===== src/carp_pkg.sv =====
package carp_pkg;

  typedef enum logic [3:0] {
    S_IDLE,
    S_OERR,
    S_OINT,
    S_MSTART,
    S_MWAIT,
    S_OCLAMP,
    S_IERR,
    S_IINT,
    S_ICLAMP,
    S_WRITE
  } carp_state_t;

  // Configuration register indexes.
  localparam logic [2:0] REG_OUTER_KP   = 3'd0;
  localparam logic [2:0] REG_OUTER_KI   = 3'd1;
  localparam logic [2:0] REG_OUTER_KD   = 3'd2;
  localparam logic [2:0] REG_INNER_KP   = 3'd3;
  localparam logic [2:0] REG_INNER_KI   = 3'd4;
  localparam logic [2:0] REG_INNER_KD   = 3'd5;
  localparam logic [2:0] REG_OUTER_MODE = 3'd6;
  localparam logic [2:0] REG_INNER_LIM  = 3'd7;

  // Outer loop modes. The fourth code behaves as plain mode.
  localparam logic [1:0] MODE_PLAIN = 2'd0;
  localparam logic [1:0] MODE_WRAP  = 2'd1;
  localparam logic [1:0] MODE_LIMIT = 2'd2;

  // PID term being multiplied.
  localparam logic [1:0] TERM_P = 2'd0;
  localparam logic [1:0] TERM_I = 2'd1;
  localparam logic [1:0] TERM_D = 2'd2;

  // Limits and constants in whole units, the wrap edge in tenths; scaled by the fraction width at use.
  localparam longint INTEG_LIMIT       = 25000;
  localparam longint INTEG_LIMIT_TIGHT = 10000;
  localparam longint OUT_LIMIT         = 30000;
  localparam longint OUTER_LIMIT_TIGHT = 2000;
  localparam longint INNER_LIMIT_TIGHT = 10000;
  localparam longint WRAP_TENTHS       = 1799;
  localparam longint FULL_TURN_DEG     = 360;

  // Gain reset values in whole units.
  localparam longint OUTER_KP_RESET = 10;
  localparam longint INNER_KP_RESET = 165;
  localparam longint INNER_KI_NUM   = 3;
  localparam longint INNER_KI_DEN   = 4;

endpackage


===== src/cascaded_angle_rate_pid_unit.sv =====
// Cascaded angle/rate PID controller in signed fixed point with FRAC_BITS
// fraction bits. Each request carries a target angle, a measured angle and a
// measured rate; the outer loop turns the angle error into a rate setpoint and
// the inner loop turns the rate error into a drive value, both returned in one
// result. All six gain products run one after another on a single shared
// 32x17 multiplier that walks the operand in 16-bit slices; NL is the number
// of 16-bit slices of the multiplier operand (2 for FRAC_BITS up to 16). The
// input is stalled while a request is being worked on; a finished result sits
// in the output register and the next request is taken while it waits. Gains
// and modes are to be written through the write port only while the block is
// idle; the block itself does not enforce this.
module cascaded_angle_rate_pid_unit #(
  parameter int FRAC_BITS = 16
) (
  input  logic               clk,
  input  logic               rst,
  input  logic               wr_en,
  input  logic [2:0]         wr_index,
  input  logic [31:0]        wr_data,
  input  logic               in_valid,
  output logic               in_stall,
  input  logic signed [31:0] target_angle,
  input  logic signed [31:0] measured_angle,
  input  logic signed [31:0] measured_rate,
  output logic               out_valid,
  input  logic               out_stall,
  output logic signed [31:0] rate_setpoint,
  output logic signed [15:0] drive_value
);

  localparam int XW = (FRAC_BITS + 16 > 32) ? FRAC_BITS + 16 : 32;
  localparam int NL = (XW + 15) / 16;
  localparam int RW = 32 + NL * 16 - FRAC_BITS;
  localparam int DW = RW + 2;

  localparam logic signed [DW-1:0] INT_LIM     = DW'(carp_pkg::INTEG_LIMIT <<< FRAC_BITS);
  localparam logic signed [DW-1:0] INT_LIM_T   =
    DW'(carp_pkg::INTEG_LIMIT_TIGHT <<< FRAC_BITS);
  localparam logic signed [DW-1:0] OUT_LIM     = DW'(carp_pkg::OUT_LIMIT <<< FRAC_BITS);
  localparam logic signed [DW-1:0] OUTER_LIM_T =
    DW'(carp_pkg::OUTER_LIMIT_TIGHT <<< FRAC_BITS);
  localparam logic signed [DW-1:0] INNER_LIM_T =
    DW'(carp_pkg::INNER_LIMIT_TIGHT <<< FRAC_BITS);
  localparam logic signed [DW-1:0] WRAP_EDGE   =
    DW'((carp_pkg::WRAP_TENTHS <<< FRAC_BITS) / 10);
  localparam logic signed [DW-1:0] FULL_TURN   =
    DW'(carp_pkg::FULL_TURN_DEG <<< FRAC_BITS);
  localparam logic signed [DW-1:0] S32_MAX     = DW'(64'sd2147483647);
  localparam logic signed [DW-1:0] S32_MIN     = -DW'(64'sd2147483648);

  localparam logic signed [31:0] OUTER_KP_RST =
    32'(carp_pkg::OUTER_KP_RESET <<< FRAC_BITS);
  localparam logic signed [31:0] INNER_KP_RST =
    32'(carp_pkg::INNER_KP_RESET <<< FRAC_BITS);
  localparam logic signed [31:0] INNER_KI_RST =
    32'((carp_pkg::INNER_KI_NUM <<< FRAC_BITS) / carp_pkg::INNER_KI_DEN);

  function automatic logic signed [31:0] sat32(input logic signed [DW-1:0] v);
    logic signed [DW-1:0] t;
    t = v;
    if (v > S32_MAX) t = S32_MAX;
    else if (v < S32_MIN) t = S32_MIN;
    return t[31:0];
  endfunction

  function automatic logic signed [DW-1:0] clampv(input logic signed [DW-1:0] v,
                                                  input logic signed [DW-1:0] lim);
    logic signed [DW-1:0] t;
    t = v;
    if (v > lim) t = lim;
    else if (v < -lim) t = -lim;
    return t;
  endfunction

  carp_pkg::carp_state_t state, state_next;

  // Configuration.
  logic signed [31:0] outer_kp, outer_ki, outer_kd;
  logic signed [31:0] inner_kp, inner_ki, inner_kd;
  logic [1:0]         outer_mode;
  logic               inner_limit_mode;

  // Loop state.
  logic signed [XW-1:0] outer_integral, inner_integral;
  logic signed [31:0]   outer_prev_error, inner_prev_error;

  // Working registers.
  logic signed [31:0]   tgt, meas, rate;
  logic signed [31:0]   err, diff;
  logic signed [DW-1:0] sum, sp;
  logic [1:0]           term;
  logic                 stage;

  logic                 mul_start, mul_done;
  logic signed [31:0]   mul_gain;
  logic signed [XW-1:0] mul_x;
  logic signed [RW-1:0] mul_result;

  logic signed [DW-1:0] raw_err, fold_err, drv_floor;
  logic signed [15:0]   drv_q;
  logic                 slot_free;

  assign slot_free = !out_valid || !out_stall;

  carp_mul #(
    .FRAC_BITS(FRAC_BITS)
  ) u_mul (
    .clk    (clk),
    .rst    (rst),
    .start  (mul_start),
    .gain   (mul_gain),
    .operand(mul_x),
    .done   (mul_done),
    .result (mul_result)
  );

  // Angle error with optional folding across the wrap point.
  always_comb begin
    raw_err  = DW'(tgt) - DW'(meas);
    fold_err = raw_err;
    if (outer_mode == carp_pkg::MODE_WRAP && DW'(tgt) <= WRAP_EDGE &&
        DW'(tgt) >= -WRAP_EDGE) begin
      if (raw_err > WRAP_EDGE) fold_err = raw_err - FULL_TURN;
      else if (raw_err < -WRAP_EDGE) fold_err = raw_err + FULL_TURN;
    end
  end

  // Drive value truncated toward zero: floor, plus one for a negative value
  // with a nonzero fraction.
  always_comb begin
    drv_floor = sum >>> FRAC_BITS;
    drv_q = 16'(drv_floor) + 16'(sum[DW-1] && (sum[FRAC_BITS-1:0] != '0));
  end

  always_comb begin
    unique case (term)
      carp_pkg::TERM_P: begin
        mul_gain = stage ? inner_kp : outer_kp;
        mul_x    = XW'(err);
      end
      carp_pkg::TERM_I: begin
        mul_gain = stage ? inner_ki : outer_ki;
        mul_x    = stage ? inner_integral : outer_integral;
      end
      carp_pkg::TERM_D: begin
        mul_gain = stage ? inner_kd : outer_kd;
        mul_x    = XW'(diff);
      end
      default: begin
        mul_gain = stage ? inner_kp : outer_kp;
        mul_x    = XW'(err);
      end
    endcase
  end

  always_comb begin
    state_next = state;
    unique case (state)
      carp_pkg::S_IDLE:   if (in_valid) state_next = carp_pkg::S_OERR;
      carp_pkg::S_OERR:   state_next = carp_pkg::S_OINT;
      carp_pkg::S_OINT:   state_next = carp_pkg::S_MSTART;
      carp_pkg::S_MSTART: state_next = carp_pkg::S_MWAIT;
      carp_pkg::S_MWAIT: begin
        if (mul_done) begin
          if (term == carp_pkg::TERM_D)
            state_next = stage ? carp_pkg::S_ICLAMP : carp_pkg::S_OCLAMP;
          else
            state_next = carp_pkg::S_MSTART;
        end
      end
      carp_pkg::S_OCLAMP: state_next = carp_pkg::S_IERR;
      carp_pkg::S_IERR:   state_next = carp_pkg::S_IINT;
      carp_pkg::S_IINT:   state_next = carp_pkg::S_MSTART;
      carp_pkg::S_ICLAMP: state_next = carp_pkg::S_WRITE;
      carp_pkg::S_WRITE:  if (slot_free) state_next = carp_pkg::S_IDLE;
      default:            state_next = carp_pkg::S_IDLE;
    endcase
  end

  always_comb begin
    in_stall  = (state != carp_pkg::S_IDLE);
    mul_start = (state == carp_pkg::S_MSTART);
  end

  always_ff @(posedge clk) begin
    if (rst) begin
      state <= carp_pkg::S_IDLE;
    end else begin
      state <= state_next;
    end
  end

  always_ff @(posedge clk) begin
    if (rst) begin
      outer_kp         <= OUTER_KP_RST;
      outer_ki         <= '0;
      outer_kd         <= '0;
      inner_kp         <= INNER_KP_RST;
      inner_ki         <= INNER_KI_RST;
      inner_kd         <= '0;
      outer_mode       <= carp_pkg::MODE_WRAP;
      inner_limit_mode <= 1'b0;
    end else if (wr_en) begin
      unique case (wr_index)
        carp_pkg::REG_OUTER_KP:   outer_kp         <= wr_data;
        carp_pkg::REG_OUTER_KI:   outer_ki         <= wr_data;
        carp_pkg::REG_OUTER_KD:   outer_kd         <= wr_data;
        carp_pkg::REG_INNER_KP:   inner_kp         <= wr_data;
        carp_pkg::REG_INNER_KI:   inner_ki         <= wr_data;
        carp_pkg::REG_INNER_KD:   inner_kd         <= wr_data;
        carp_pkg::REG_OUTER_MODE: outer_mode       <= wr_data[1:0];
        carp_pkg::REG_INNER_LIM:  inner_limit_mode <= wr_data[0];
        default: ;
      endcase
    end
  end

  always_ff @(posedge clk) begin
    if (rst) begin
      outer_integral   <= '0;
      outer_prev_error <= '0;
      inner_integral   <= '0;
      inner_prev_error <= '0;
      term             <= carp_pkg::TERM_P;
      stage            <= 1'b0;
      out_valid        <= 1'b0;
    end else begin
      // The write state loads a new result itself when the slot frees up.
      if (out_valid && !out_stall && state != carp_pkg::S_WRITE) out_valid <= 1'b0;
      unique case (state)
        carp_pkg::S_IDLE: begin
          if (in_valid) begin
            tgt  <= target_angle;
            meas <= measured_angle;
            rate <= measured_rate;
          end
        end
        carp_pkg::S_OERR: err <= sat32(fold_err);
        carp_pkg::S_OINT: begin
          outer_integral   <= XW'(clampv(DW'(outer_integral) + DW'(err), INT_LIM));
          diff             <= sat32(DW'(err) - DW'(outer_prev_error));
          outer_prev_error <= err;
          sum              <= '0;
          term             <= carp_pkg::TERM_P;
          stage            <= 1'b0;
        end
        carp_pkg::S_MSTART: ;
        carp_pkg::S_MWAIT: begin
          if (mul_done) begin
            sum  <= sum + DW'(mul_result);
            term <= term + 2'd1;
          end
        end
        carp_pkg::S_OCLAMP: begin
          sp <= clampv(sum, (outer_mode == carp_pkg::MODE_LIMIT) ? OUTER_LIM_T : OUT_LIM);
        end
        carp_pkg::S_IERR: err <= sat32(sp - DW'(rate));
        carp_pkg::S_IINT: begin
          // The tight limit lies inside the normal one, so one clamp does both.
          inner_integral   <= XW'(clampv(DW'(inner_integral) + DW'(err),
                                         inner_limit_mode ? INT_LIM_T : INT_LIM));
          diff             <= sat32(DW'(err) - DW'(inner_prev_error));
          inner_prev_error <= err;
          sum              <= '0;
          term             <= carp_pkg::TERM_P;
          stage            <= 1'b1;
        end
        carp_pkg::S_ICLAMP: begin
          sum <= clampv(sum, inner_limit_mode ? INNER_LIM_T : OUT_LIM);
        end
        carp_pkg::S_WRITE: begin
          if (slot_free) begin
            out_valid     <= 1'b1;
            rate_setpoint <= sp[31:0];
            drive_value   <= drv_q;
          end
        end
        default: ;
      endcase
    end
  end

endmodule


===== src/carp_mul.sv =====
// Shared multiplier: gain times operand, exact, then floored by FRAC_BITS.
// The operand is taken in 16-bit slices from the top down, one 32x17 product
// per slice, accumulated in Horner form.
module carp_mul #(
  parameter int FRAC_BITS = 16
) (
  input  logic                                   clk,
  input  logic                                   rst,
  input  logic                                   start,
  input  logic signed [31:0]                     gain,
  input  logic signed [((FRAC_BITS + 16 > 32) ? FRAC_BITS + 16 : 32)-1:0] operand,
  output logic                                   done,
  output logic signed [32 + 16 * ((((FRAC_BITS + 16 > 32) ? FRAC_BITS + 16 : 32)
                        + 15) / 16) - FRAC_BITS - 1:0] result
);

  localparam int XW   = (FRAC_BITS + 16 > 32) ? FRAC_BITS + 16 : 32;
  localparam int NL   = (XW + 15) / 16;
  localparam int PW   = NL * 16;
  localparam int AW   = 32 + PW;
  localparam int CNTW = $clog2(NL);

  logic                   busy;
  logic                   phase;
  logic                   first;
  logic [CNTW-1:0]        cnt;
  logic signed [31:0]     g;
  logic [PW-1:0]          x_sh;
  logic signed [48:0]     prod;
  logic signed [AW-1:0]   acc;
  logic [15:0]            limb;
  logic signed [16:0]     limb_ext;

  // Only the top slice carries the sign; the lower slices are unsigned.
  assign limb     = x_sh[PW-1 -: 16];
  assign limb_ext = {first & limb[15], limb};

  always_ff @(posedge clk) begin
    if (rst) begin
      busy  <= 1'b0;
      done  <= 1'b0;
      phase <= 1'b0;
      first <= 1'b0;
      cnt   <= '0;
    end else begin
      done <= 1'b0;
      if (start) begin
        busy  <= 1'b1;
        phase <= 1'b0;
        first <= 1'b1;
        cnt   <= CNTW'(NL - 1);
        g     <= gain;
        x_sh  <= PW'(operand);
      end else if (busy) begin
        if (!phase) begin
          prod  <= g * limb_ext;
          x_sh  <= x_sh << 16;
          phase <= 1'b1;
        end else begin
          acc   <= first ? AW'(prod) : (acc <<< 16) + AW'(prod);
          first <= 1'b0;
          phase <= 1'b0;
          if (cnt == '0) begin
            busy <= 1'b0;
            done <= 1'b1;
          end else begin
            cnt <= cnt - 1'b1;
          end
        end
      end
    end
  end

  assign result = acc[AW-1:FRAC_BITS];

endmodule


===== config.mk =====
export PLATFORM = sky130hd
export DESIGN_NAME = cascaded_angle_rate_pid_unit
export DESIGN_NICKNAME = d
export VERILOG_FILES = /design/src/carp_pkg.sv /design/src/cascaded_angle_rate_pid_unit.sv /design/src/carp_mul.sv
export SDC_FILE = /design/constraint.sdc
export NUM_CORES = 2
export LEC_CHECK = 0
export CAP_MARGIN = 20
export CORE_MARGIN = 2
export CORE_UTILIZATION = 65
export CTS_BUF_LIST = sky130_fd_sc_hd__clkbuf_8
export CTS_CLUSTER_DIAMETER = 80
export CTS_CLUSTER_SIZE = 14
export DETAILED_ROUTE_END_ITERATION = 10
export DONT_BUFFER_PORTS = 1
export PLACE_DENSITY_LB_ADDON = 0.1
export SETUP_SLACK_MARGIN = 0.4
export SYNTH_ARGS = -nofsm -noshare
export SYNTH_HDL_FRONTEND = slang
export SYNTH_SLANG_ARGS = --single-unit

===== constraint.sdc =====
create_clock -name clk -period 9.1 [get_ports clk]
set_clock_uncertainty 0.15 [all_clocks]
set_input_delay 0 -clock clk [delete_from_list [all_inputs] [get_ports clk]]
set_output_delay 0 -clock clk [all_outputs]
set_load 0.01 [all_outputs]

# Word-level counts from Yosys, hierarchy flattened
# Cells that the tools add are included.
dict set report classes {
  addsub 16
  multipliers 1
  n_div 0
  magnitude_cmp 20
  eq_ne 26
  n_shift 0
  muxes 61
  bitwise 5
  n_reduce_logical 42
}
# op count
set op_table {}
lappend op_table {{32-bit 2-to-1 mux} 19}
lappend op_table {{50-bit 2-to-1 mux} 8}
lappend op_table {{32-bit case mux with 2 select lines} 4}
lappend op_table {{31-bit negator with 50-bit output} 3}
lappend op_table {{50-bit case mux with 3 select lines} 1}
lappend op_table {{50-bit by 32-bit > comparator with 1-bit output} 2}
lappend op_table {{50-bit by 32-bit > comparator with 1-bit output (second input constant)} 2}
lappend op_table {{50-bit by 32-bit < comparator with 1-bit output (second input constant)} 2}
lappend op_table {{50-bit < comparator} 2}
lappend op_table {{33-bit by 32-bit > comparator with 1-bit output (second input constant)} 3}
lappend op_table {{33-bit by 32-bit < comparator with 1-bit output (second input constant)} 3}
lappend op_table {{32-bit by 32-bit subtractor with 33-bit output} 3}
lappend op_table {{31-bit 2-to-1 mux} 3}
lappend op_table {{32-bit by 32-bit adder with 33-bit output} 2}
lappend op_table {{64-bit by 49-bit adder with 64-bit output} 1}
lappend op_table {{64-bit 2-to-1 mux} 1}
lappend op_table {{50-bit by 48-bit adder with 50-bit output} 1}
lappend op_table {{33-bit by 50-bit < comparator with 1-bit output} 1}
lappend op_table {{50-bit by 32-bit subtractor with 50-bit output} 1}
lappend op_table {{32-bit by 17-bit multiplier with 49-bit output} 1}
lappend op_table {{4-bit case mux with 9 select lines} 1}
lappend op_table {{33-bit by 26-bit adder with 34-bit output (second input constant)} 1}
lappend op_table {{33-bit by 26-bit subtractor with 34-bit output (second input constant)} 1}
lappend op_table {{33-bit by 25-bit > comparator with 1-bit output (second input constant)} 1}
lappend op_table {{41 further kinds} 104}
dict set report word_totals {
  ff_bits 821
  latch_bits 0
  ramBits 0
  mem_bits_ro 0
  in_bits 136
  wordCells 205
  n_memories 0
}

# Depth between registers and ports, before layout
dict set report depth {
  ltp_word 9
  ltp_mapped 29
  depth_no_buf 28
}

# Hierarchy
# From an unflattened synthesis, not the netlist that was laid out.
dict set report hier_totals {
  hier_cells 7896
  hier_area_um2 70522.6
}
# mod n_inst cells_per_inst area_each_um2
set by_module_without_submodules {}
lappend by_module_without_submodules {cascaded_angle_rate_pid_unit 1 4996 42474.5}
lappend by_module_without_submodules {carp_mul 1 2900 28048.2}

# Worst setup path after synthesis
# Ideal clock, no wire load.
dict set report synth_timing {
  path_kind {reg-to-reg}
  from {register u_mul.cnt (netlist name)}
  to {register u_mul.prod[47], data pin}
  setup_ns 0.258
  arrival_ns 7.339
  required_time_ns 8.692
  slack_ns 1.353
  path_stages_with_launch 26
  n_path_buf 2
  path_cell_list {dfxtp_1 > clkbuf_1 > nand2_1 > clkbuf_1 > or2_2 > fa_1 > fa_1 > fa_1 > fa_1 > fa_1 > inv_1 > fa_1 > ha_1 > nand3_1 > or3_1 > a211oi_1 > o21ai_0 > o2bb2ai_1 > o31a_1 > o21ai_0 > a221oi_1 > or3_1 > a311oi_1 > a21o_1 > a21oi_1 > xnor2_1}
}
# item line_no
set synth_lines {}
lappend synth_lines {{to (signal assigned)} carp_mul.sv:56} ;# prod <= g * limb_ext;
lappend synth_lines {{to (decl)} carp_mul.sv:29} ;# logic signed [48:0] prod;

# Worst setup path after layout
dict set report layout_timing {
  from {register u_mul.x_sh[30]}
  to {register u_mul.prod[47], data pin}
}
dict set report layout_between {
  elab_chain_cells 1
}
# item line_no
set layout_lines {}
lappend layout_lines {{from (decl)} carp_mul.sv:28} ;# logic [PW-1:0] x_sh;
lappend layout_lines {{from (signal assigned)} carp_mul.sv:53} ;# x_sh <= PW'(operand);
lappend layout_lines {{from (signal assigned)} carp_mul.sv:57} ;# x_sh <= x_sh << 16;
lappend layout_lines {{32-bit by 17-bit multiplier with 49-bit output} carp_mul.sv:56}
# Every way passes these cells.
# A chain may end at the register's enable or synchronous reset.

==> results.md <==
- Register area share after synthesis: 0.308
- Hpwl dp: 141000 um
- Max Clock Freq: approximately 0.12 GHz
- Worst-Skew Late Latency: 800 ps
- Worst Setup SP: u_mul.x_sh[30]
- Gpl congestion: 0.979
- DRT iter0 DRCs: around 5.1k
- Share of cells above drive strength 1: 0.0495
- Clock root cell: clkbuf_8
- DRC: 48
- Primary FF master, synth: edfxtp_1
- Yosys warns: 0
- Rows: 119
- Reg2reg start: u_mul.x_sh[30]
- Synthesized cell area: 69100 um^2
- CTS clock-pin slew for the worst setup and hold paths: 120 ps
- Synthesized flop and latch total: 820
- PostCTS Resize Cnt: 0
- Largest family of logic cells by synthesized area: adder cells
- Initial DRT Pass Iterations: 11
- Vias in the first global route: 56.3k
- Post-route ant nets: 0
- Final hold vios: 0
- RSZ-0062 raised after global routing: false
- Maximum vdd drop: 0.000525 V
- Post-DR wirelength/cell: 21.3 um
- Total grt overflow: 0
- Post-Route WL: 196000 um
- Area share of the largest cell type after synthesis: 0.211
- Area of the multi-input gates: 43700 um^2
- Mapped Cells: 7640
- Sw Ratio: 0.450
- Slew of the pin with the lowest slew margin: 1600 ps
- IO buf count: 0
- EDFF count, synth: 485
- Pleak: approximately 30 nW
- Critical Path RT: around 9500 ps
- Post-route clock period utilization: 0.894
- Failing checks: DRC, slew limit
- Setup TNS: 0 ps
- Complex-gate fraction of the synthesized area: 0.167
- Register area: 21300 um^2
- Post-synthesis simple-gate area fraction: 0.165
- Initial antenna violation count: 4
- Post-synth top area cell: edfxtp_1
- Worst reg2reg endpoint: u_mul.prod[47]
- DR vias/cell: just over 6
- Area Overhead vs Synth: 7.97%
- Pins over their slew limit: 163
- Placed cells: about 8.8k
- Setup bufs post-CTS: 0
- Core area: 105000 um^2
- Setup Crit Path Kind: flop to flop
- Num CTS Buffers: 70
- Final setup viols: 0
- Die Span X: 330 um
- Crit. End Element: flop
- Via count: around 57k
- Max cap viols: 0
- Crit path DAT: 8510 ps
- Synth top area cells: edfxtp_1 (21%), fa_1 (15%), dfxtp_1 (9.7%)
- Yosys cell types: 110
- Critical path startpoint category: flop
- Sequential Power Share: 0.274
- GRT Overall Usage: 0.358
- Mux cell area share after synthesis: 0.0234
- Post-synth ARST share: 0
- Die H: roughly 330 um
- Avg Inst Size Synth: ~9.0 um^2
- First-pass GRT wire length: 307000 um
- I/O Pins: 186
- Initial core utilization: 0.655
- CTS tree: built
- Synth Area in Adders: 0.237
- Worst Path Max Fanout: 32
- Status: finished with violations
- Tightest Hold Check Type: input port to flop
- Synth Area in XOR/XNOR: 0.0382
- Reg2Reg Depth: 24
- Crit path to: u_mul.prod[47]
- Worst R2R Setup Slack: just under 1000 ps
- Rel. slew slack: -0.0638
- Max Root-Sink Buffers: 3
- Post-Layout Cell Count: 9187
- P_sw: around 8 mW
- Internal power: 9.77 mW
- Final worst path period need: 8140 ps
- Logic pwr share: 0.610
- Pin count of the biggest net entering global routing: approximately 320
- Clock sinks: 820
- Pwr dens: 238 nW/um^2
- Final net count: 8880
- Synthesized net count: about 8.8k
- Fill cells: 8040
- Die area: between 100000 and 150000 um^2
- H-tree depth: 3
- Clk pwr share: 0.117
-- placed cells by master (no fill, tap or decap), types with 69 or more instances in the layout --
cell type,n
nor3_1,80
xor2_1,113
nand2_1,1111
inv_1,794
dfxtp_1,333
o21ai_0,288
clkbuf_8,75
buf_4,69
mux2_2,102
fa_1,529
edfxtp_1,485
xnor2_1,188
dlygate4sd3_1,311
nand2b_1,79
a21o_1,196
nand3_1,104
nor2_1,400
and2_1,294
ha_1,461
a21oi_1,746
-- what timing repair did --
item | in CTS | in global routing
hold buffers | 313 | 0
setup endpoints to repair | 0 | 0
hold endpoints to repair | 836 | 0
-- metal layers --
layer / routed length (um) / vias up / global-route usage / share of wire
met2: 90600 / 2499 / 0.582 / 0.46
met4: 7860 / 2 / 0.138 / 0.040
met3: 16300 / 440 / 0.0642 / 0.083
met5: 13 / - / 0 / 0.000066
li1: - / 26400 / - / -
met1: 81100 / 27500 / 0.480 / 0.41
-- worst max-delay path: stages (launching register included) --
cell,delay (ps)
edfxtp_1,820
and2_1,380
fa_1,500
inv_1,70
fa_1,520
fa_1,530
fa_1,530
fa_1,520
fa_1,550
inv_1,50
ha_1,370
nand2_1,120
or3_1,370
a211oi_1,160
o21ai_0,130
o2bb2ai_1,210
o31a_1,350
o21ai_0,160
buf_4,150
a221oi_1,150
or3_1,360
a311oi_1,350
a21o_1,170
a21oi_1,70
xnor2_1,120
-- metrics by stage --
step | worst slack, ps | util | total power [mW] | hold WS (ps) | cell area, um^2
3_3_place_gp | 1170 | 0.665 | 15.2 | -61.0 | 70100
3_5_place_dp | 988 | 0.666 | 15.4 | -60.0 | 70200
5_1_grt | 507 | 0.707 | 19.2 | 94.8 | 74600
6_report | 963 | 0.708 | 17.8 | 103 | 74600
2_1_floorplan | 1350 | - | 12.5 | -51.1 | 69100
4_1_cts | 931 | 0.707 | 17.6 | 38.2 | 74500
-- state kept, by name (all words and copies together) (netlist names), 49 cells and up --
name / count
u_mul.prod: 49
u_mul.acc: 64
sp: 50
sum: 50
-- area by class of cell --
cell class              count  share of cell area
clock inverters            37             0.00230
multi-input cells        5707               0.586
clock buffers              75              0.0138
well taps                1391              0.0233
diodes                      4            0.000134
flip-flops and latches    820               0.285
inverters                 767              0.0386
repair buffers            386              0.0503
-- synth_stat cells, types with 54 or more instances --
cell type,count
nand3_1,105
a21o_1,196
dfxtp_1,335
nand2_1,1115
inv_1,767
fa_1,529
nand4_1,54
mux2_2,102
a21oi_1,748
xor2_1,113
edfxtp_1,485
ha_1,463
and2_1,295
a22oi_1,55
o21a_1,65
o21ai_0,289
xnor2_1,188
nand2b_1,79
nor3_1,86
clkbuf_1,306
nor2_1,407
-- power by group through the flow --
stage	sequential, mW	clock, mW	combinational [mW]
2_1_floorplan	4.83	0	7.67
3_5_place_dp	4.93	0	10.5
5_1_grt	4.88	2.22	12.1
3_3_place_gp	4.93	0	10.3
6_report	4.87	2.07	10.8
4_1_cts	4.85	2.09	10.7
-- cell families (layout without fill, tap and decap cells) --
| logic type | Yosys count | count (layout) |
|---|---|---|
| compound gates | 1829 | 1829 |
| xor+xnor | 301 | 301 |
| fa+ha+maj | 994 | 994 |
| buf+inv | 1113 | 1265 |
| flops | 820 | 820 |
| mux | 148 | 148 |
| other cells | 0 | 4 |
| simple gates | 2435 | 2435 |
-- how the worst min path moves through the flow --
stage	slack (ps)	startpoint	to	cells after the start
finish	100	out_stall	state[0]	5
global route	90	out_stall	state[0]	5
CTS	40	out_stall	state[0]	5
detailed placement	-60	rst	inner_prev_error[1]	1
global placement	-60	rst	inner_prev_error[2]	1
floorplan	-50	measured_angle[0]	meas[0]	0
Note: power is estimated with default switching activity, not from simulation.
